$ cat config.mk
export PLATFORM = sky130hd
export DESIGN_NAME = pes_header_pts_extractor
export DESIGN_NICKNAME = d
export VERILOG_FILES = /design/src/rtl/pes_pkg.sv /design/src/rtl/pes_header_pts_extractor.sv
export SDC_FILE = /design/constraint.sdc
export NUM_CORES = 1
export LEC_CHECK = 0
export ABC_CLOCK_PERIOD_IN_PS = 10000
export BUFFER_PORTS_ARGS = -buffer_cell sky130_fd_sc_hd__buf_2
export CORE_ASPECT_RATIO = 1.5
export CORE_MARGIN = 3
export CORE_UTILIZATION = 51
export CTS_BUF_LIST = sky130_fd_sc_hd__clkbuf_16
export CTS_CLUSTER_DIAMETER = 150
export DETAILED_ROUTE_END_ITERATION = 12
export PLACE_DENSITY = 0.71
export REMOVE_ABC_BUFFERS = 1
export SLEW_MARGIN = 20
export SYNTH_ARGS = -nofsm -noshare
export SYNTH_HDL_FRONTEND = slang
export SYNTH_SLANG_ARGS = --single-unit
export TNS_END_PERCENT = 30
$ cat constraint.sdc
create_clock -name clk -period 10 [get_ports clk]
set_input_delay 0.5 -clock clk [delete_from_list [all_inputs] [get_ports clk]]
set_output_delay 0.5 -clock clk [all_outputs]
set_load 0.02 [all_outputs]
$ cat src/rtl/pes_pkg.sv
// ----------------------------------------------------------------------------
// pes_pkg
// shared types, constants and helpers for the pes header / pts extractor
// ----------------------------------------------------------------------------
package pes_pkg;

    // parser phases, one-hot
    typedef enum logic [8:0] {
        PH_HUNT    = 9'b0_0000_0001,
        PH_LEN_HI  = 9'b0_0000_0010,
        PH_LEN_LO  = 9'b0_0000_0100,
        PH_FLAG0   = 9'b0_0000_1000,
        PH_FLAG1   = 9'b0_0001_0000,
        PH_HDRLEN  = 9'b0_0010_0000,
        PH_HEADER  = 9'b0_0100_0000,
        PH_PAYLOAD = 9'b0_1000_0000,
        PH_SKIP    = 9'b1_0000_0000
    } phase_t;

    localparam logic [7:0]  STREAM_ID_RESET = 8'hBD;
    localparam logic [23:0] START_PREFIX    = 24'h00_0001;
    localparam int          TS_BYTES        = 10;
    localparam int          TS_IDX_W        = $clog2(TS_BYTES);
    localparam logic [15:0] MIN_LEN         = 16'd3;
    localparam logic [1:0]  SEL_PTS         = 2'b10;
    localparam logic [1:0]  SEL_PTS_DTS     = 2'b11;
    localparam logic [7:0]  PTS_MSB_CLEAR   = 8'hF7;

    typedef logic [7:0] byte_t;

    // 33-bit stamp from five header bytes, marker bits dropped
    function automatic logic [32:0] decode_stamp(
        input byte_t b0, input byte_t b1, input byte_t b2,
        input byte_t b3, input byte_t b4
    );
        decode_stamp = {b0[3:1], b1, b2[7:1], b3, b4[7:1]};
    endfunction

endpackage

$ cat src/rtl/pes_header_pts_extractor.sv
// ----------------------------------------------------------------------------
// pes_header_pts_extractor
// hunts a byte stream for a pes start code, parses the header and tags each
// payload byte with its pts / dts and packet boundary marks
// ----------------------------------------------------------------------------
// One byte is taken per clock while in_stall is low. Each input beat updates
// the parser state in the same cycle it is accepted and, for a payload byte,
// loads a single result register, so a payload byte appears on the output in
// the next cycle; unstalled, the sustained rate is one byte per cycle. The
// result register is the only buffer: in_stall rises only while it holds a
// beat that the downstream side is stalling, so throughput follows out_stall.
// Header bytes, start-code bytes and skipped bytes produce no output beat.
// The stream id is written through the cfg port (always ready) and is
// compared at the next start-code hunt; write it only while idle.
module pes_header_pts_extractor
    import pes_pkg::*;
(
    input  logic        clk,
    input  logic        rst_n,

    // configuration
    input  logic        cfg_valid,
    output logic        cfg_ready,
    input  logic [7:0]  cfg_data,

    // byte stream in
    input  logic        in_valid,
    output logic        in_stall,
    input  logic [7:0]  data_byte,
    input  logic [32:0] sync_time,

    // tagged payload out
    output logic        out_valid,
    input  logic        out_stall,
    output logic [7:0]  payload_byte,
    output logic [32:0] pts_value,
    output logic        pts_present,
    output logic [32:0] dts_value,
    output logic        dts_present,
    output logic        first_of_packet,
    output logic        last_of_packet
);

    // parser state
    phase_t      phase_reg,         phase_next;
    logic [31:0] window_reg,        window_next;
    logic [15:0] bytes_left_reg,    bytes_left_next;
    logic [7:0]  header_len_reg,    header_len_next;
    logic [7:0]  header_idx_reg,    header_idx_next;
    logic [7:0]  flag_reg,          flag_next;
    byte_t       ts_reg [TS_BYTES];
    byte_t       ts_next [TS_BYTES];
    logic        first_pend_reg,    first_pend_next;
    logic [7:0]  stream_id_reg;

    // result register
    logic        out_valid_reg,     out_valid_next;
    logic [7:0]  payload_reg;
    logic [32:0] pts_reg;
    logic        pts_pres_reg;
    logic [32:0] dts_reg;
    logic        dts_pres_reg;
    logic        first_reg;
    logic        last_reg;

    logic        in_accept;
    logic        emit;
    logic        has_pts;
    logic        has_dts;
    logic [7:0]  ts0_eff;
    logic [15:0] len_full;
    logic [15:0] bl_dec;
    logic [7:0]  idx_inc;
    logic [32:0] pts_calc;
    logic [32:0] dts_calc;

    assign cfg_ready = 1'b1;

    // stall only when the result register is full and cannot drain
    assign in_stall  = out_valid_reg & out_stall;
    assign in_accept = in_valid & ~in_stall;

    assign has_pts  = (flag_reg[7:6] == SEL_PTS) || (flag_reg[7:6] == SEL_PTS_DTS);
    assign has_dts  = (flag_reg[7:6] == SEL_PTS_DTS);
    assign len_full = {bytes_left_reg[15:8], data_byte};
    assign bl_dec   = bytes_left_reg - 16'd1;
    assign idx_inc  = header_idx_reg + 8'd1;

    // pts bit 32 drops on the first payload byte when sync time is 32-bit
    assign ts0_eff = (first_pend_reg && has_pts && !sync_time[32])
                   ? (ts_reg[0] & PTS_MSB_CLEAR) : ts_reg[0];

    assign pts_calc = has_pts
                    ? decode_stamp(ts0_eff, ts_reg[1], ts_reg[2], ts_reg[3], ts_reg[4])
                    : 33'd0;
    assign dts_calc = has_dts
                    ? decode_stamp(ts_reg[5], ts_reg[6], ts_reg[7], ts_reg[8], ts_reg[9])
                    : 33'd0;

    always_comb
    begin
        phase_next      = phase_reg;
        window_next     = window_reg;
        bytes_left_next = bytes_left_reg;
        header_len_next = header_len_reg;
        header_idx_next = header_idx_reg;
        flag_next       = flag_reg;
        first_pend_next = first_pend_reg;
        emit            = 1'b0;
        for (int i = 0; i < TS_BYTES; i++)
        begin
            ts_next[i] = ts_reg[i];
        end

        if (in_accept)
        begin
            case (phase_reg)
                PH_HUNT:
                begin
                    // window only shifts while hunting
                    window_next = {window_reg[23:0], data_byte};
                    if ({window_reg[23:0], data_byte} == {START_PREFIX, stream_id_reg})
                    begin
                        phase_next = PH_LEN_HI;
                    end
                end
                PH_LEN_HI:
                begin
                    bytes_left_next = {data_byte, 8'd0};
                    phase_next      = PH_LEN_LO;
                end
                PH_LEN_LO:
                begin
                    if (len_full < MIN_LEN)
                    begin
                        bytes_left_next = len_full;
                        phase_next      = (len_full == 16'd0) ? PH_HUNT : PH_SKIP;
                    end
                    else
                    begin
                        bytes_left_next = len_full - MIN_LEN;
                        phase_next      = PH_FLAG0;
                    end
                end
                PH_FLAG0:
                begin
                    phase_next = PH_FLAG1;
                end
                PH_FLAG1:
                begin
                    flag_next  = data_byte;
                    phase_next = PH_HDRLEN;
                end
                PH_HDRLEN:
                begin
                    header_len_next = data_byte;
                    if (bytes_left_reg < {8'd0, data_byte})
                    begin
                        // header runs past the packet: skip the rest
                        phase_next = (bytes_left_reg == 16'd0) ? PH_HUNT : PH_SKIP;
                    end
                    else
                    begin
                        bytes_left_next = bytes_left_reg - {8'd0, data_byte};
                        header_idx_next = 8'd0;
                        for (int i = 0; i < TS_BYTES; i++)
                        begin
                            ts_next[i] = 8'd0;
                        end
                        if (data_byte == 8'd0)
                        begin
                            if (bytes_left_next != 16'd0)
                            begin
                                first_pend_next = 1'b1;
                                phase_next      = PH_PAYLOAD;
                            end
                            else
                            begin
                                phase_next = PH_HUNT;
                            end
                        end
                        else
                        begin
                            phase_next = PH_HEADER;
                        end
                    end
                end
                PH_HEADER:
                begin
                    // header bytes past the tenth are dropped
                    if (header_idx_reg < 8'(TS_BYTES))
                    begin
                        ts_next[header_idx_reg[TS_IDX_W-1:0]] = data_byte;
                    end
                    header_idx_next = idx_inc;
                    if (idx_inc >= header_len_reg)
                    begin
                        if (bytes_left_reg != 16'd0)
                        begin
                            first_pend_next = 1'b1;
                            phase_next      = PH_PAYLOAD;
                        end
                        else
                        begin
                            phase_next = PH_HUNT;
                        end
                    end
                end
                PH_PAYLOAD:
                begin
                    emit            = 1'b1;
                    ts_next[0]      = ts0_eff;
                    first_pend_next = 1'b0;
                    bytes_left_next = bl_dec;
                    if (bl_dec == 16'd0)
                    begin
                        phase_next = PH_HUNT;
                    end
                end
                PH_SKIP:
                begin
                    if (bytes_left_reg != 16'd0)
                    begin
                        bytes_left_next = bl_dec;
                    end
                    if (bytes_left_reg <= 16'd1)
                    begin
                        phase_next = PH_HUNT;
                    end
                end
                default:
                begin
                    phase_next = PH_HUNT;
                end
            endcase
        end
    end

    // result register: load on a payload beat, clear once taken
    always_comb
    begin
        if (emit)
        begin
            out_valid_next = 1'b1;
        end
        else if (out_valid_reg && !out_stall)
        begin
            out_valid_next = 1'b0;
        end
        else
        begin
            out_valid_next = out_valid_reg;
        end
    end

    always_ff @(posedge clk or negedge rst_n)
    begin
        if (!rst_n)
        begin
            phase_reg      <= PH_HUNT;
            window_reg     <= 32'd0;
            bytes_left_reg <= 16'd0;
            header_len_reg <= 8'd0;
            header_idx_reg <= 8'd0;
            flag_reg       <= 8'd0;
            first_pend_reg <= 1'b0;
            stream_id_reg  <= STREAM_ID_RESET;
            out_valid_reg  <= 1'b0;
            for (int i = 0; i < TS_BYTES; i++)
            begin
                ts_reg[i] <= 8'd0;
            end
        end
        else
        begin
            phase_reg      <= phase_next;
            window_reg     <= window_next;
            bytes_left_reg <= bytes_left_next;
            header_len_reg <= header_len_next;
            header_idx_reg <= header_idx_next;
            flag_reg       <= flag_next;
            first_pend_reg <= first_pend_next;
            out_valid_reg  <= out_valid_next;
            if (cfg_valid && cfg_ready)
            begin
                stream_id_reg <= cfg_data;
            end
            for (int i = 0; i < TS_BYTES; i++)
            begin
                ts_reg[i] <= ts_next[i];
            end
        end
    end

    // payload fields, no reset needed
    always_ff @(posedge clk)
    begin
        if (emit)
        begin
            payload_reg  <= data_byte;
            pts_reg      <= pts_calc;
            pts_pres_reg <= has_pts;
            dts_reg      <= dts_calc;
            dts_pres_reg <= has_dts;
            first_reg    <= first_pend_reg;
            last_reg     <= (bl_dec == 16'd0);
        end
    end

    assign out_valid       = out_valid_reg;
    assign payload_byte    = payload_reg;
    assign pts_value       = pts_reg;
    assign pts_present     = pts_pres_reg;
    assign dts_value       = dts_reg;
    assign dts_present     = dts_pres_reg;
    assign first_of_packet = first_reg;
    assign last_of_packet  = last_reg;

endmodule

==> results_dict.tcl <==
set metrics [dict create \
    outcome "finished, final reports clean" \
    dr.pass1.iters 5 \
    min_period_ns 3.53 \
    wl_per_cell_microns 19.8 \
    fp-row-count 64 \
    power_density_mw_per_mm2 205 \
    cp-start-kind "register" \
    grt_pass1_vias 7923 \
    drcViolationCount 0 \
    r2r_end "pts_value[25]$_SDFFCE_PP0P_" \
    p_switching_mw 0.801 \
    yosys_register_bits 221 \
    grt_max_degree 80 \
    hold_path.class "input pin to register" \
    period_share_pct 35.3 \
    leakagePower_nw 5.32 \
    viasPerCell 6.03 \
    antenna_found_initial 0 \
    pre_cts_ws_ns 6.05 \
    grt_pass1_wl_microns 41900 \
    die_w_microns 125 \
    cts.sinks 221 \
    maxCapViolations 0 \
    hpwlAfterDp_microns 17600 \
    hold_path_depth 2 \
    yosysWarnings 0 \
    coreArea_sq_mm 0.0207 \
    htreeDepth 1 \
    num_vias 7997 \
    slew_headroom_pct 23.8 \
    comb_power_share_pct 23.3 \
    die_area_sq_mm 0.0231 \
    cp_num_buf_inv 1 \
    skew_ns 0.0272 \
    io_buffers 101 \
    path_clk_slew_ns 0.07 \
    critPathKind "register to register" \
    postSynthCellCount 974 \
    ir_drop_uv 98.8 \
    placed_cell_area_sq_mm 0.0115 \
    wl_microns 26200 \
    start_util_pct 52.6 \
    synth_area_per_cell_sq_um 11.1 \
    grt-ovfl-total 0 \
    crit_required_ns 10.12 \
    fin_area_sq_mm 0.0122 \
    ant_nets 0 \
    cp-end-kind "register" \
    layout.nets 1127 \
    dpl.cell_count 1289 \
    cp_slowest_cell "or4b_1" \
    final_max_slew_viol_count 0 \
    drive_gt1_share_pct 18.5 \
    setup_viol_count_final 0 \
    layout_setup_ws_ns 6.47 \
    largest_reg_flops 66 \
    finalNonFillerCells 1326 \
    min-delay-start "cfg_data[1]" \
    hold_end "stream_id_reg[1]$_DFFE_PN0P_" \
    r2r_cells 5 \
    swShare_pct 32.0 \
    crit_fanout 57 \
    async_flop_share_pct 64.7 \
    io_pins 135 \
    intPower_mw 1.70 \
    hold_violations 0 \
    crit_arrival_ns 3.65 \
    synth.yosys.seq_area_share_pct 54.6 \
    area_delta_synth_final_pct 12.6 \
    drtIter0Drc 684 \
    yosysUniqueCellTypes 76 \
    final_core_util_pct 59.2 \
    r2r_start "phase_reg[5]$_DFFE_PN0P_" \
    cts_resized 0 \
    max_clock_freq_ghz 0.283 \
    critPathMaxStageDelay_ns 0.72 \
    worstPathCellList "nor4_1 -> nand2_1 -> or4b_1 -> nor2_4 -> buf_4" \
    antenna_cells 0 \
    clockPowerShare_pct 30.6 \
    synth_ff_type "dfrtp_1" \
    die_h_microns 185 \
    numCtsBuffers 20 \
    critPathLaunch "phase_reg[5]$_DFFE_PN0P_" \
    rrSetupSlack_ns 6.47 \
    ctsRootBufferMaster "clkbuf_16" \
    worst_pin_slew_ns 1.13 \
    clk_latency_ns 0.50 \
    synth-edff-count 78 \
    hold_slack_ns 0.228 \
    fin_tns_setup_ns 0 \
    synth_area_sq_mm 0.0109 \
    total_power_mw 2.50 \
    rsz0062_at_grt "false" \
    grt_use_total_pct 22.4 \
    crit_family "simple AND/OR/NAND/NOR gates" \
    place_congestion 0.923 \
    cts_tree "done" \
    power.share.sequential_pct 46.1 \
    cts_max_path_buffers 3 \
]
-- how the worst max path moves through the flow --
| stage | endpoint | cells after the start |
|---|---|---|
| 3_3_place_gp | phase_reg[0]$_DFFE_PN1P_ | 10 |
| 3_5_place_dp | phase_reg[0]$_DFFE_PN1P_ | 10 |
| 6_report | pts_value[25]$_SDFFCE_PP0P_ | 5 |
| 2_1_floorplan | dts_present$_DFFE_PP_ | 4 |
| 5_1_grt | pts_value[25]$_SDFFCE_PP0P_ | 5 |
| 4_1_cts | pts_value[26]$_SDFFCE_PP0P_ | 5 |
-- cells by family after synthesis --
| kind of cell | share of synthesized area, % |
|---|---|
| buffers and inverters | 3.12 |
| other | 0.0345 |
| AND/OR/NAND/NOR | 16.9 |
| AO/OA/AOI/OAI | 14.6 |
| adder cells (fa/ha/maj) | 2.95 |
| XOR/XNOR | 2.66 |
| multiplexers | 5.12 |
| flip-flops | 54.6 |
-- cells in the final DEF, fill, tap and decap left out, types with 9 or more instances in the layout --
master	Yosys	layout
and3_1	42	42
nand3_1	17	17
xor2_1	13	13
xnor2_1	20	20
mux2_2	14	14
dfrtp_1	136	136
nand4_1	13	13
a22o_1	69	69
nand2_1	72	72
and2_1	36	36
nor4_1	20	19
or3_1	9	9
nor3_1	21	21
inv_1	27	34
edfxtp_1	78	78
mux2_1	22	22
clkbuf_16	0	21
a21oi_1	36	36
ha_1	24	24
o21ai_1	23	23
o21ai_0	28	28
nor2_1	48	46
buf_2	7	100
-- worst register-to-register path: stages (launching register included) --
cell     delay (ns)
dfrtp_1        0.50
nor4_1         0.48
nand2_1        0.12
or4b_1         0.72
nor2_4         0.61
buf_4          0.67
-- power by group through the flow --
stage | registers, mW | logic (mW) | clock network, mW
6_report | 1.15 | 0.583 | 0.766
5_1_grt | 1.17 | 0.642 | 0.815
4_1_cts | 1.15 | 0.580 | 0.781
3_5_place_dp | 1.17 | 0.575 | 0
3_3_place_gp | 1.16 | 0.562 | 0
2_1_floorplan | 1.13 | 0.419 | 0
-- final cells by class --
class,instances,area (sq um)
clock buffers,21,526
clock inverters,15,133
fillers,1731,8440
inverters,27,101
multi-input cells,667,4610
flip-flops and latches,221,5930
well taps,264,330
repair buffers,111,593
-- timing repair --
item,4_1_cts,5_1_grt
setup buffers,0,0
hold buffers,1,0
hold endpoints to repair,24,0
-- metal layers --
| layer | vias up | part of all wire, % | GRT usage (%) |
|---|---|---|---|
| met5 | - | 0 | 0 |
| met4 | 0 | 4.0 | 9.51 |
| met3 | 68 | 4.4 | 2.20 |
| met2 | 250 | 51 | 40.5 |
| met1 | 3925 | 40 | 27.5 |
| li1 | 3754 | - | - |
-- cell usage after synthesis (8+ instances only) --
cell type    n  area share, %
nor2_1      48            1.7
xnor2_1     20            1.6
edfxtp_1    78             22
inv_1       27           0.93
a21oi_1     36            1.7
nand3_1     17           0.78
mux2_2      14            1.5
clkbuf_1    49            1.7
nand4_1     13           0.75
o21ai_0     28            1.3
xor2_1      13            1.0
o21ai_1     23            1.1
a22o_1      69            5.6
nand2_2      8           0.46
ha_1        24            2.8
dfrtp_1    136             31
nor4_1      20            1.2
and2_1      36            2.1
and3_1      42            2.4
or3_1        9           0.52
a21o_1       8           0.55
mux2_1      22            2.3
nor3_1      21           0.97
nand2_1     72            2.5
No activity file was read; power rests on OpenSTA's default activity.
